## src/assert_macros.svh

```systemverilog
// ============================================================================
// Assertion macros
// Shared concurrent assertion forms, clocked on clk and held off in reset.
// ============================================================================
`ifndef ASSERT_MACROS_SVH
`define ASSERT_MACROS_SVH

// check a property at every rising edge of clk outside reset
`define ASSERT_CLK(label, prop, msg) \
	label: assert property (@(posedge clk) disable iff (!arst_n) (prop)) \
		else $error(msg);

// check an implication at every rising edge of clk outside reset
`define ASSERT_IMPL(label, ante, cons, msg) \
	label: assert property (@(posedge clk) disable iff (!arst_n) (ante) |-> (cons)) \
		else $error(msg);

`endif

```

## src/swdh_pkg.sv

```systemverilog
// ============================================================================
// SWD host package
// Request and result types, sequencer state, phase and status codes.
// ============================================================================
package swdh_pkg;

	typedef struct packed {
		logic        cmd_valid;
		logic [1:0]  opcode;
		logic [7:0]  request_header;
		logic [31:0] write_data;
		logic [7:0]  retry_limit;
		logic        swdio_sample;
	} swdh_in_t;

	typedef struct packed {
		logic        swdio_out;
		logic        swdio_drive;
		logic        clock_pulse;
		logic        busy_res;
		logic        done_res;
		logic [2:0]  status;
		logic [31:0] read_data;
	} swdh_out_t;

	typedef struct packed {
		logic [3:0]  phase;
		logic [5:0]  bit_count;
		logic [31:0] shift_word;
		logic [7:0]  header_hold;
		logic [31:0] write_hold;
		logic [2:0]  ack_hold;
		logic [7:0]  attempts_left;
		logic [1:0]  command_kind;
		logic [31:0] result_word;
	} swdh_state_t;

	localparam logic [3:0] PH_IDLE   = 4'd0;
	localparam logic [3:0] PH_ONES_A = 4'd1;
	localparam logic [3:0] PH_SELECT = 4'd2;
	localparam logic [3:0] PH_ZEROS  = 4'd3;
	localparam logic [3:0] PH_ONES_B = 4'd4;
	localparam logic [3:0] PH_HEADER = 4'd5;
	localparam logic [3:0] PH_ACK    = 4'd6;
	localparam logic [3:0] PH_RDATA  = 4'd7;
	localparam logic [3:0] PH_RPAR   = 4'd8;
	localparam logic [3:0] PH_TURN   = 4'd9;
	localparam logic [3:0] PH_WDATA  = 4'd10;
	localparam logic [3:0] PH_WPAR   = 4'd11;
	localparam logic [3:0] PH_DRAIN  = 4'd12;

	localparam logic [1:0] OP_XFER       = 2'd0;
	localparam logic [1:0] OP_LINE_RESET = 2'd1;
	localparam logic [1:0] OP_CONNECT    = 2'd2;
	localparam logic [1:0] OP_DISCONNECT = 2'd3;

	localparam logic [2:0] ST_OK     = 3'd0;
	localparam logic [2:0] ST_WAIT   = 3'd1;
	localparam logic [2:0] ST_FAULT  = 3'd2;
	localparam logic [2:0] ST_PARITY = 3'd3;
	localparam logic [2:0] ST_NOACK  = 3'd4;

	localparam logic [2:0] ACK_OK    = 3'd1;
	localparam logic [2:0] ACK_WAIT  = 3'd2;
	localparam logic [2:0] ACK_FAULT = 3'd4;

	localparam logic [7:0]  IDCODE_REQ  = 8'hA5;
	localparam logic [15:0] SEL_TO_SWD  = 16'hE79E;
	localparam logic [15:0] SEL_TO_JTAG = 16'hE73C;

	localparam logic [6:0] LEN_ONES   = 7'd56;
	localparam logic [6:0] LEN_SELECT = 7'd16;
	localparam logic [6:0] LEN_ZEROS  = 7'd8;
	localparam logic [6:0] LEN_HEADER = 7'd8;
	localparam logic [6:0] LEN_ACK    = 7'd4;
	localparam logic [6:0] LEN_DATA   = 7'd32;
	localparam logic [6:0] LEN_RPAR   = 7'd2;
	localparam logic [6:0] LEN_TURN   = 7'd1;
	localparam logic [6:0] LEN_WPAR   = 7'd8;
	localparam logic [6:0] LEN_DRAIN  = 7'd34;

endpackage

```

## src/swdh_step.sv

```systemverilog
// ============================================================================
// SWD host period step
// Next sequencer state and line levels for one SWCLK period.
// ============================================================================
module swdh_step
	import swdh_pkg::*;
(
	input  swdh_state_t st,
	input  swdh_in_t    item,
	output swdh_state_t st_next,
	output swdh_out_t   res
);

	swdh_state_t nxt;
	logic [5:0]  bc;
	logic [6:0]  cnt_inc;
	logic [6:0]  len;
	logic        last;
	logic        active;
	logic        ea;
	logic [2:0]  ea_st;

	always_comb begin
		nxt     = st;
		res     = '0;
		bc      = '0;
		cnt_inc = '0;
		len     = LEN_TURN;
		last    = 1'b0;
		ea      = 1'b0;
		ea_st   = ST_OK;
		active  = (st.phase != PH_IDLE) || item.cmd_valid;

		if (st.phase == PH_IDLE && item.cmd_valid) begin
			nxt.command_kind = item.opcode;
			nxt.result_word  = '0;
			nxt.ack_hold     = '0;
			nxt.shift_word   = '0;
			nxt.bit_count    = '0;
			if (item.opcode == OP_XFER) begin
				nxt.header_hold   = item.request_header;
				nxt.write_hold    = item.write_data;
				nxt.attempts_left = (item.retry_limit != 8'd0) ? item.retry_limit : 8'd1;
				nxt.phase         = PH_HEADER;
			end else begin
				nxt.header_hold   = IDCODE_REQ;
				nxt.write_hold    = '0;
				nxt.attempts_left = 8'd1;
				nxt.phase         = PH_ONES_A;
			end
		end

		bc      = nxt.bit_count;
		cnt_inc = {1'b0, bc} + 7'd1;

		unique case (nxt.phase)
			PH_ONES_A, PH_ONES_B: len = LEN_ONES;
			PH_SELECT:            len = LEN_SELECT;
			PH_ZEROS:             len = LEN_ZEROS;
			PH_HEADER:            len = LEN_HEADER;
			PH_ACK:               len = LEN_ACK;
			PH_RDATA, PH_WDATA:   len = LEN_DATA;
			PH_RPAR:              len = LEN_RPAR;
			PH_WPAR:              len = LEN_WPAR;
			PH_DRAIN:             len = LEN_DRAIN;
			default:              len = LEN_TURN;
		endcase
		last = (cnt_inc >= len);

		if (active) begin
			res.clock_pulse = 1'b1;
			res.busy_res    = 1'b1;
			nxt.bit_count   = last ? 6'd0 : cnt_inc[5:0];

			unique case (nxt.phase)
				PH_ONES_A: begin
					res.swdio_out   = 1'b1;
					res.swdio_drive = 1'b1;
					if (last) begin
						if (nxt.command_kind == OP_LINE_RESET) begin
							nxt.phase = PH_ZEROS;
						end else begin
							nxt.shift_word = {16'h0, (nxt.command_kind == OP_CONNECT) ?
								SEL_TO_SWD : SEL_TO_JTAG};
							nxt.phase = PH_SELECT;
						end
					end
				end
				PH_SELECT: begin
					res.swdio_out   = nxt.shift_word[bc[3:0]];
					res.swdio_drive = 1'b1;
					if (last) begin
						if (nxt.command_kind == OP_CONNECT) begin
							nxt.command_kind = OP_LINE_RESET;
							nxt.phase        = PH_ONES_A;
						end else begin
							nxt.phase = PH_ONES_B;
						end
					end
				end
				PH_ZEROS: begin
					res.swdio_drive = 1'b1;
					if (last) begin
						nxt.phase = PH_HEADER;
					end
				end
				PH_ONES_B: begin
					res.swdio_out   = 1'b1;
					res.swdio_drive = 1'b1;
					if (last) begin
						res.done_res = 1'b1;
						res.status   = ST_OK;
						nxt.phase    = PH_IDLE;
					end
				end
				PH_HEADER: begin
					res.swdio_out   = nxt.header_hold[bc[2:0]];
					res.swdio_drive = 1'b1;
					if (last) begin
						nxt.phase = PH_ACK;
					end
				end
				PH_ACK: begin
					if (bc == 6'd0) begin
						nxt.ack_hold = '0;
					end else begin
						nxt.ack_hold = nxt.ack_hold |
							(3'({2'b00, item.swdio_sample}) << (bc[1:0] - 2'd1));
					end
					if (last) begin
						if (nxt.ack_hold == ACK_OK) begin
							if (nxt.header_hold[2]) begin
								nxt.shift_word = '0;
								nxt.phase      = PH_RDATA;
							end else begin
								nxt.phase = PH_TURN;
							end
						end else if (nxt.ack_hold == ACK_WAIT || nxt.ack_hold == ACK_FAULT) begin
							nxt.phase = PH_TURN;
						end else begin
							nxt.phase = PH_DRAIN;
						end
					end
				end
				PH_RDATA: begin
					nxt.shift_word[bc[4:0]] = nxt.shift_word[bc[4:0]] | item.swdio_sample;
					if (last) begin
						nxt.phase = PH_RPAR;
					end
				end
				PH_RPAR: begin
					if (bc == 6'd0) begin
						nxt.ack_hold = (item.swdio_sample ^ (^nxt.shift_word)) ? 3'd0 : ACK_OK;
					end
					if (last) begin
						nxt.result_word = nxt.shift_word;
						res.done_res    = 1'b1;
						res.status      = (nxt.ack_hold == ACK_OK) ? ST_OK : ST_PARITY;
						nxt.phase       = PH_IDLE;
					end
				end
				PH_TURN: begin
					if (nxt.ack_hold == ACK_OK) begin
						nxt.phase = PH_WDATA;
					end else begin
						ea    = 1'b1;
						ea_st = (nxt.ack_hold == ACK_WAIT) ? ST_WAIT : ST_FAULT;
					end
				end
				PH_WDATA: begin
					res.swdio_out   = nxt.write_hold[bc[4:0]];
					res.swdio_drive = 1'b1;
					if (last) begin
						nxt.phase = PH_WPAR;
					end
				end
				PH_WPAR: begin
					res.swdio_out   = (bc == 6'd0) ? (^nxt.write_hold) : 1'b0;
					res.swdio_drive = 1'b1;
					if (last) begin
						res.done_res = 1'b1;
						res.status   = ST_OK;
						nxt.phase    = PH_IDLE;
					end
				end
				PH_DRAIN: begin
					if (last) begin
						ea    = 1'b1;
						ea_st = ST_NOACK;
					end
				end
				default: begin
					res.done_res = 1'b1;
					res.status   = ST_NOACK;
					nxt.phase    = PH_IDLE;
				end
			endcase

			if (ea) begin
				if (ea_st == ST_WAIT && nxt.attempts_left > 8'd1) begin
					nxt.attempts_left = nxt.attempts_left - 8'd1;
					nxt.phase         = PH_HEADER;
				end else begin
					res.done_res = 1'b1;
					res.status   = ea_st;
					nxt.phase    = PH_IDLE;
				end
			end

			if (res.done_res) begin
				res.read_data = nxt.result_word;
			end
		end
	end

	assign st_next = nxt;

endmodule

```

## src/swd_host_transaction_engine_core.sv

```systemverilog
// ============================================================================
// SWD host transaction engine
// One request per SWCLK period; drives and samples SWDIO for transactions,
// line reset, connect and disconnect sequences.
// ============================================================================
//  channel   signals                             carries
//  period    period_valid / period_stall / period  cmd fields and sampled SWDIO
//  result    result_valid / result_stall / result  line levels, done, status, data
//
//  One request is accepted per cycle while period_stall is low; it is held in the
//  request stage and then registered into the result register. The sequencer state
//  advances in the cycle the registered request moves into the result register,
//  through one pass of the step logic. Reset clears control state and returns the
//  sequencer to idle. A stalled result holds the request stage and raises period_stall.
// ============================================================================
`include "assert_macros.svh"

module swd_host_transaction_engine_core
	import swdh_pkg::*;
(
	input  logic      clk,
	input  logic      arst_n,
	input  logic      period_valid,
	output logic      period_stall,
	input  swdh_in_t  period,
	output logic      result_valid,
	input  logic      result_stall,
	output swdh_out_t result
);

	logic        valid_s1;
	swdh_in_t    item_s1;
	logic        out_valid_q;
	swdh_out_t   result_q;
	swdh_state_t st_q;
	swdh_state_t st_next;
	swdh_out_t   step_res;
	logic        out_load;
	logic        step_en;

	assign out_load     = !out_valid_q || !result_stall;
	assign step_en      = valid_s1 && out_load;
	assign period_stall = valid_s1 && !out_load;
	assign result_valid = out_valid_q;
	assign result       = result_q;

	swdh_step u_step (
		.st      (st_q),
		.item    (item_s1),
		.st_next (st_next),
		.res     (step_res)
	);

	always_ff @(posedge clk or negedge arst_n) begin
		if (!arst_n) begin
			valid_s1 <= 1'b0;
		end else if (!period_stall) begin
			valid_s1 <= period_valid;
		end
	end

	always_ff @(posedge clk) begin
		if (period_valid && !period_stall) begin
			item_s1 <= period;
		end
	end

	always_ff @(posedge clk or negedge arst_n) begin
		if (!arst_n) begin
			out_valid_q <= 1'b0;
			st_q        <= '0;
		end else begin
			if (out_load) begin
				out_valid_q <= valid_s1;
			end
			if (step_en) begin
				st_q <= st_next;
			end
		end
	end

	always_ff @(posedge clk) begin
		if (step_en) begin
			result_q <= step_res;
		end
	end

	`ASSERT_IMPL(a_stall_src, period_stall, result_valid && result_stall, "stall without held result")
	`ASSERT_IMPL(a_done_idle, step_en && step_res.done_res, st_next.phase == PH_IDLE, "done without idle")
	`ASSERT_CLK(a_count_range, st_q.bit_count < 6'd56, "bit count out of range")
	`ASSERT_IMPL(a_attempts, st_q.phase == PH_HEADER, st_q.attempts_left != 8'd0, "no attempts left in header")

endmodule

```

## config.mk

```make
export PLATFORM = sky130hd
export DESIGN_NAME = swd_host_transaction_engine_core
export DESIGN_NICKNAME = d
export VERILOG_FILES = /design/src/swdh_pkg.sv /design/src/swdh_step.sv /design/src/swd_host_transaction_engine_core.sv
export VERILOG_INCLUDE_DIRS = /design/src /design/src/src
export SDC_FILE = /design/constraint.sdc
export NUM_CORES = 1
export LEC_CHECK = 0
export ABC_CLOCK_PERIOD_IN_PS = 13800
export BUFFER_PORTS_ARGS = -buffer_cell sky130_fd_sc_hd__buf_4
export CAP_MARGIN = 5
export CORE_UTILIZATION = 36
export DETAILED_ROUTE_END_ITERATION = 8
export GPL_TIMING_DRIVEN = 0
export HOLD_SLACK_MARGIN = 0.1
export MAX_ROUTING_LAYER = met4
export PLACE_DENSITY = 0.53
export SLEW_MARGIN = 20
export SYNTH_ARGS = -nofsm -noshare
export SYNTH_HDL_FRONTEND = slang
export SYNTH_SLANG_ARGS = --single-unit
export TNS_END_PERCENT = 1
```

## constraint.sdc

```tcl
create_clock -name clk -period 13.8 [get_ports clk]
set_input_delay 2.07 -clock clk [delete_from_list [all_inputs] [get_ports clk]]
set_output_delay 2.07 -clock clk [all_outputs]
set_load 0.005 [all_outputs]
```

==> impl_results.md, run 1 <==
* CP Data Arrival Time at a little under 7 ns
* Post-synth EDFFs at between 90 and 100
* Die span in y at approximately 180 um
* Die W at 183 um
* Hold-fix buffer count after cts at 0
* GRT Resource Usage Total at 21.9%
* Peak supply drop at just under 0.1 mV
* Inserted Diodes at 0
* Clock latency at the later pin of the worst-skew pair at between 0.5 and 0.6 ns
* Worst slew margin at 19.6%
* Via density at 5.44
* Clock power frac at between 20% and 30%
* Fin crit period at 6.51 ns
* Largest net degree at the start of global routing at between 80 and 90
* Crit-path leading delay family: simple AND/OR/NAND/NOR gates
* DRT antenna net count at 0
* CP Launch Type: flop
* Die footprint at 0.0336 mm2
* CTS H-tree lvls at 1
* Vias in the first global route at 9483
* Initial DRC count at approximately 820
* Syn Inst Count at 1190
* Sw Ratio at about 42%
* Gate power share at 44.9%
* Ys Warns at 0
* Core footprint at around 0.032 mm2
* CP Depth at 20
* CTS sink cnt at 220
* DP HPWL at roughly 25000 um
* Internal Power at 0.00167 W
* Root Driver: clkbuf_16
* Crit Path Max Fanout at 10
* Area of the mapped netlist at 0.0118 mm2
* P_leak at between 5 and 6 nW
* Critical path's largest stage delay at 0.75 ns
* P per Cell Area at between 200 and 250 mW/mm2
* Synth Flop Type: dfrtp_1
* CP bufs+invs at 6
* Final global-route overflow total at 0
* Status: complete, no violations
* DRC viols at 0
* Seq/Total Area, Yosys at around half
* Hold Vio Cnt, Final at 0
* Final Instance Count excl. Fillers at roughly 1800
* Flop pwr share at between 30% and 40%
* Crit path max-delay cell type: nor2_1
* Placed insts at 1730
* Fraction of layout cells with a size suffix above 1 at between 15 and 20%
* Layout area overhead at 18.5%
* Post-synth ARST share at roughly 60%
* Port bufs at 97
* Worst Reg2Reg Path Length in Cells at 20
* Mapped Avg Cell Area at about 10 um2
* Switching power total at ~0.0012 W
* Num rows at 66
* Max Root-Sink Buffers at 3
* Commonest non-fill, non-tap cell in the layout: nand2_1
* Number of max-cap violations at 0
* I/O pin total at roughly 100
* Avg WL per Cell at a little under 20 um
* Worst hold path depth at 2
* CP endpoint kind: flop
* Setup Crit Path Kind: flop to flop
* Starting density of the core at between 30% and 40%
* GPL Wtd Cong at 0.913
* Synth Register Bits at 220
* Slew Viols, Final at 0
* Nets at ~1400
* Post-Syn Nets at roughly 1300
* Fmax at about 150 MHz
* Initial antenna violation count at 0
* Post-CTS setup repair buffer count at 0
* CTS tree: built
* First-pass GRT wire length at around 55000 um
* Setup TNS at 0 ns
* RSZ-0062 raised after global routing: no
* Crit-path cells: buf_2, or4_4, nor2_8, buf_2, buf_2, nor2_1, inv_1, ha_1, clkbuf_1, nand2b_1, nor3_1, a211oi_1, ha_1, nand3_1, o211ai_1, nor2_1, nor2_1, o21ai_1, clkbuf_1, a22o_1
* Routed WL at roughly 35000 um
* Ratio of final minimum period to clock period at ~47%
* Synth cell types at 78
* Worst Path Required at 14.21 ns
* Register clock-pin slew on the reported worst setup and hold paths at about 0.060 ns
* DRT Pass-1 Iters at 6
* Type of the most critical hold path: flop to flop
* Resize count post-CTS at 0
* Worst Clk Skew at between 0.02 and 0.025 ns
* Most frequent cells in the layout: nand2_1, dfrtp_1, buf_4, edfxtp_1, o21ai_0
* Final setup vio count at 0
* Tightest Pin Transition at 1.20 ns
* Inserted Clock Buffers at 26
* Vias at between 9000 and 10000
synthesized netlist by cell type, types with 8 or more instances:
cell type | number | share of area (%)
nand2_1 | 222 | 7.0
clkbuf_1 | 54 | 1.7
a31oi_1 | 12 | 0.63
inv_1 | 13 | 0.41
a21oi_2 | 31 | 2.3
nand2b_1 | 13 | 0.69
mux4_2 | 16 | 3.0
dfrtp_1 | 129 | 27
buf_2 | 15 | 0.63
a21oi_1 | 60 | 2.5
edfxtp_1 | 91 | 23
ha_1 | 10 | 1.1
nor3_1 | 22 | 0.93
nor2_1 | 68 | 2.2
nand3_1 | 57 | 2.4
o21ai_0 | 90 | 3.8
xnor2_1 | 80 | 5.9
xor2_1 | 16 | 1.2
o21ai_1 | 8 | 0.34
a22o_1 | 38 | 2.8
routing by layer:
metal | vias to the layer above | share of wire (%) | track usage (%)
met4 | 0 | 3.1 | 6.90
met5 | - | 0 | -
met3 | 71 | 6.5 | 3.06
met2 | 361 | 46 | 34.4
met1 | 4676 | 44 | 29.4
li1 | 4556 | - | -
power by group through the flow:
stage / logic, W / clock network [W] / registers, W
2_1_floorplan: 0.000887 / 0 / 0.000857
3_3_place_gp: 0.00126 / 0 / 0.000889
3_5_place_dp: 0.00126 / 0 / 0.000888
4_1_cts: 0.00127 / 0.000715 / 0.000876
5_1_grt: 0.00139 / 0.000740 / 0.000888
6_report: 0.00128 / 0.000696 / 0.000877
tightest hold or removal path: cells and delay by family (launching register included):
kind | cells | cell delay (ns)
DFF | 1 | 0.34
and+or+nand+nor | 2 | 0.10
flip-flops by register name (all words and copies together), names as in the netlist:
signal and flops:
st_q 127, result 39, item_s1 52, valid_s1 1, result_valid 1
kinds of logic after synthesis:
| group | count (synthesis) | share of synthesized area [%] |
|---|---|---|
| and+or+nand+nor | 434 | 16.5 |
| AOI/OAI and AO/OA | 313 | 17.8 |
| DFF | 220 | 50.3 |
| xor gates and xnor gates | 97 | 7.29 |
| buffers and inverters | 91 | 3.26 |
| muxes | 25 | 3.85 |
| adders and majority gates | 10 | 1.06 |
area by class of cell:
cell class,count,area (um2)
buffer,77,338
clock buffer,30,697
clock inverter,18,173
fill,3129,18400
inverter,14,52.6
multi-input combinational,879,5500
sequential,220,5960
tap,442,553
timing repair buffer,98,763
worst paths after layout:
| check | start | endpoint | slack [ns] |
|---|---|---|---|
| worst min register to register | st_q[81] | st_q[81] | 0.46 |
| worst max register to register | st_q[124] | st_q[10] | 7.29 |
| worst max-delay path | st_q[124] | st_q[10] | 7.29 |
| worst min-delay path | st_q[81] | st_q[81] | 0.46 |
| min in group asynchronous | arst_n | st_q[28] | 1.44 |
| max in group asynchronous | arst_n | st_q[58] | 11.57 |
metrics by stage:
step                instance area, um2  hold slack (ns)  total power [W]  util [%]  setup WS, ns
detailed placement               13200            0.456          0.00215      40.6          7.45
global route                     14000            0.493          0.00302      43.2          6.95
CTS                              14000            0.469          0.00286      43.2          7.42
floorplan                        11800            0.433          0.00174         -          9.26
global placement                 13100            0.446          0.00215      40.4          7.44
finish                           14000            0.463          0.00285      43.2          7.29
No activity file was read; power rests on OpenSTA's default activity.
==> inputs of run 2 (changes only) <==
Settings changed: ABC_CLOCK_PERIOD_IN_PS 13800 to 5600, PLACE_DENSITY 0.53 to 0.54.
Clock period 13.8 ns to 5.6 ns, I/O delays scaled along.
==> run 2 against run 1 <==
Fmax rose by 22%. Clock-buffer cell count did not move. Cell area rose by 1.2%.
==> impl_results.md, run 2 (synthesis gave the netlist of run 1 again) <==
* Status: complete, no violations
* Worst Clk Skew at ~0.014 ns
* Die footprint at 0.0336 mm2
* CP endpoint kind: flop
* CTS tree: built
* Reg2reg end: result[4]
* DRT Pass-1 Iters at 5
* Final core area utilization at 43.8%
* Peak supply drop at about 0.27 mV
* First-pass GRT wire length at ~56000 um
* GRT Max-Usage Layer: met2
* GPL Wtd Cong at around 0.93
* Flop pwr share at between 20 and 30%
* Worst Reg2Reg Path Length in Cells at 20
* Ratio of final minimum period to clock period at a little over nine tenths
* Fmax at 187 MHz
* CP Launch Type: flop
* Internal Power at around 0.0043 W
* Routed WL at about 35000 um
* Setup crit start: st_q[124]
* Reg-to-Reg Start: st_q[124]
* Die span in y at 183 um
* Clock power frac at 26.4%
* Avg WL per Cell at roughly 20 um
* Layout area overhead at 19.9%
* Switching power total at 0.00296 W
* Initial antenna violation count at 1
* Crit path max-delay cell type: or4_4
* Commonest non-fill, non-tap cell in the layout: nand2_1
* Setup Crit Path Kind: flop to flop
* Hold Vio Cnt, Final at 0
* Type of the most critical hold path: input pin to async pin
* Fraction of layout cells with a size suffix above 1 at a little under a fifth
* RSZ-0062 raised after global routing: no
* Sw Ratio at just over 40%
* CP Data Arrival Time at 5.73 ns
* P_leak at 5.66 nW
* Crit-path cells: buf_2, or4_4, nor2_8, clkbuf_4, nor2_1, inv_1, ha_2, nand2b_1, nor3_2, a211oi_1, ha_1, nand3_1, o211ai_1, or2_2, buf_2, o221ai_1, a31oi_2, nand2_2, buf_6, a21oi_2
* Port bufs at 97
* Via density at roughly 5.4
* Placed instance area at around 0.013 mm2
* Met1 GRT Util at between 20% and 30%
* Crit path top cell by count: buf_2
* P per Cell Area at between 500 and 600 mW/mm2
* Worst slew margin at 21.6%
* Final Instance Count excl. Fillers at ~1800
* Fillcell total at ~3200
* CTS H-tree lvls at 1
* Fin crit period at approximately 5.3 ns
* Die W at 183 um
* GRT Resource Usage Total at approximately 22%
* Starting density of the core at between 30% and 40%
* Final WS setup at 0.258 ns
* Critical path's largest stage delay at roughly 0.60 ns
* Final global-route overflow total at 0
* Final Cell Area at 0.0142 mm2
* Met3 Resource Use GR at ~3.1%
* Met2 Usage GRT at 34.2%
* Root Driver: clkbuf_16
* Vias in the first global route at ~9600
* Inserted Clock Buffers at 26
* Crit Path Max Fanout at 19
* Crit-path leading delay family: simple AND/OR/NAND/NOR gates
* Core footprint at approximately 0.032 mm2
* FF-to-FF setup slack at ~0.26 ns
* Vias at slightly below 10000
* Max Root-Sink Buffers at 3
* Largest net degree at the start of global routing at 80
* DRT antenna net count at 0
* Pre-CTS setup slack at -0.753 ns
* Num rows at 66
* Biggest register: st_q
* CP bufs+invs at 5
* Initial DRC count at 740
* Worst Path Required at around 6 ns
* CTS sink cnt at 220
* Register clock-pin slew on the reported worst setup and hold paths at roughly 0.06 ns
* DP HPWL at ~25000 um
* Number of max-cap violations at 0
* Final setup vio count at 0
* Placed insts at ~1700
* DRC viols at 0
* Max FFs per register at 127
* Tightest Pin Transition at between 1 and 1.5 ns
* Slew Viols, Final at 0
* Clock latency at the later pin of the worst-skew pair at between 0.5 and 0.6 ns
* I/O pin total at between 90 and 100
* Most frequent cells in the layout: nand2_1, dfrtp_1, buf_4, edfxtp_1, o21ai_0
* Nets at around 1400
* Gate power share at between 40% and 50%
## run 2: changes by cell type in the layout (fill, tap and decap cells not counted), moves of 3 or more
cell       delta
bufinv_16     +4
clkbuf_1      -5
clkbuf_2      +3
clkinv_1      -6
## run 2: metal layers
layer  routed length [um]  up-vias
li1                     -     4547
met1                15800     4714
met3                 1950       80
met2                16400      331
met4                 1190        0
met5                    0        -
## run 2: final cells by class
class	instances	area (um2)	area share, %
sequential	220	5960	42.0
multi-input combinational	879	5530	39.0
timing repair buffer	100	778	5.48
clock buffer	30	707	4.98
tap	442	553	3.89
buffer	75	335	2.36
clock inverter	18	283	1.99
inverter	14	52.6	0.370
antenna	1	2.50	0.0176
## run 2: what timing repair did
item	CTS	global route
hold buffers	0	0
cloned	0	0
setup buffers	2	0
resized for setup	8	6
endpoints found under the setup margin	100	87
pin swaps	1	0
## run 2: how the worst max path moves through the flow
stage / slack (ns) / cells after the start / endpoint
6_report: 0.26 / 20 / result[4]
5_1_grt: 0.04 / 20 / st_q[93]
4_1_cts: 0.03 / 21 / st_q[124]
3_5_place_dp: -0.75 / 20 / st_q[10]
3_3_place_gp: -0.77 / 20 / st_q[31]
2_1_floorplan: 1.06 / 21 / st_q[89]
## run 2: worst reg2reg max path, cell delays in order, from the launching register on
cell      delay [ns]
dfrtp_1         0.36
buf_2           0.20
or4_4           0.61
nor2_8          0.31
clkbuf_4        0.36
nor2_1          0.11
inv_1           0.09
ha_2            0.31
nand2b_1        0.16
nor3_2          0.27
a211oi_1        0.12
ha_1            0.36
nand3_1         0.08
o211ai_1        0.30
or2_2           0.22
buf_2           0.25
o221ai_1        0.21
a31oi_2         0.31
nand2_2         0.21
buf_6           0.23
a21oi_2         0.12
## run 2: through the flow
step | total power [W] | hold slack [ns] | TNS (ns)
final | 0.00730 | 0.205 | 0
after global routing | 0.00771 | 0.237 | 0
after detailed placement | 0.00531 | 0.457 | -42.33
after CTS | 0.00733 | 0.220 | 0
after floorplan | 0.00430 | 0.433 | 0
after global placement | 0.00529 | 0.445 | -45.67
## run 2: power by group through the flow
stage	Combinational (W)	Sequential (W)	Clock, W
5_1_grt	0.00346	0.00220	0.00205
3_5_place_dp	0.00312	0.00219	0
3_3_place_gp	0.00310	0.00219	0
6_report	0.00321	0.00217	0.00193
4_1_cts	0.00318	0.00216	0.00199
2_1_floorplan	0.00219	0.00211	0
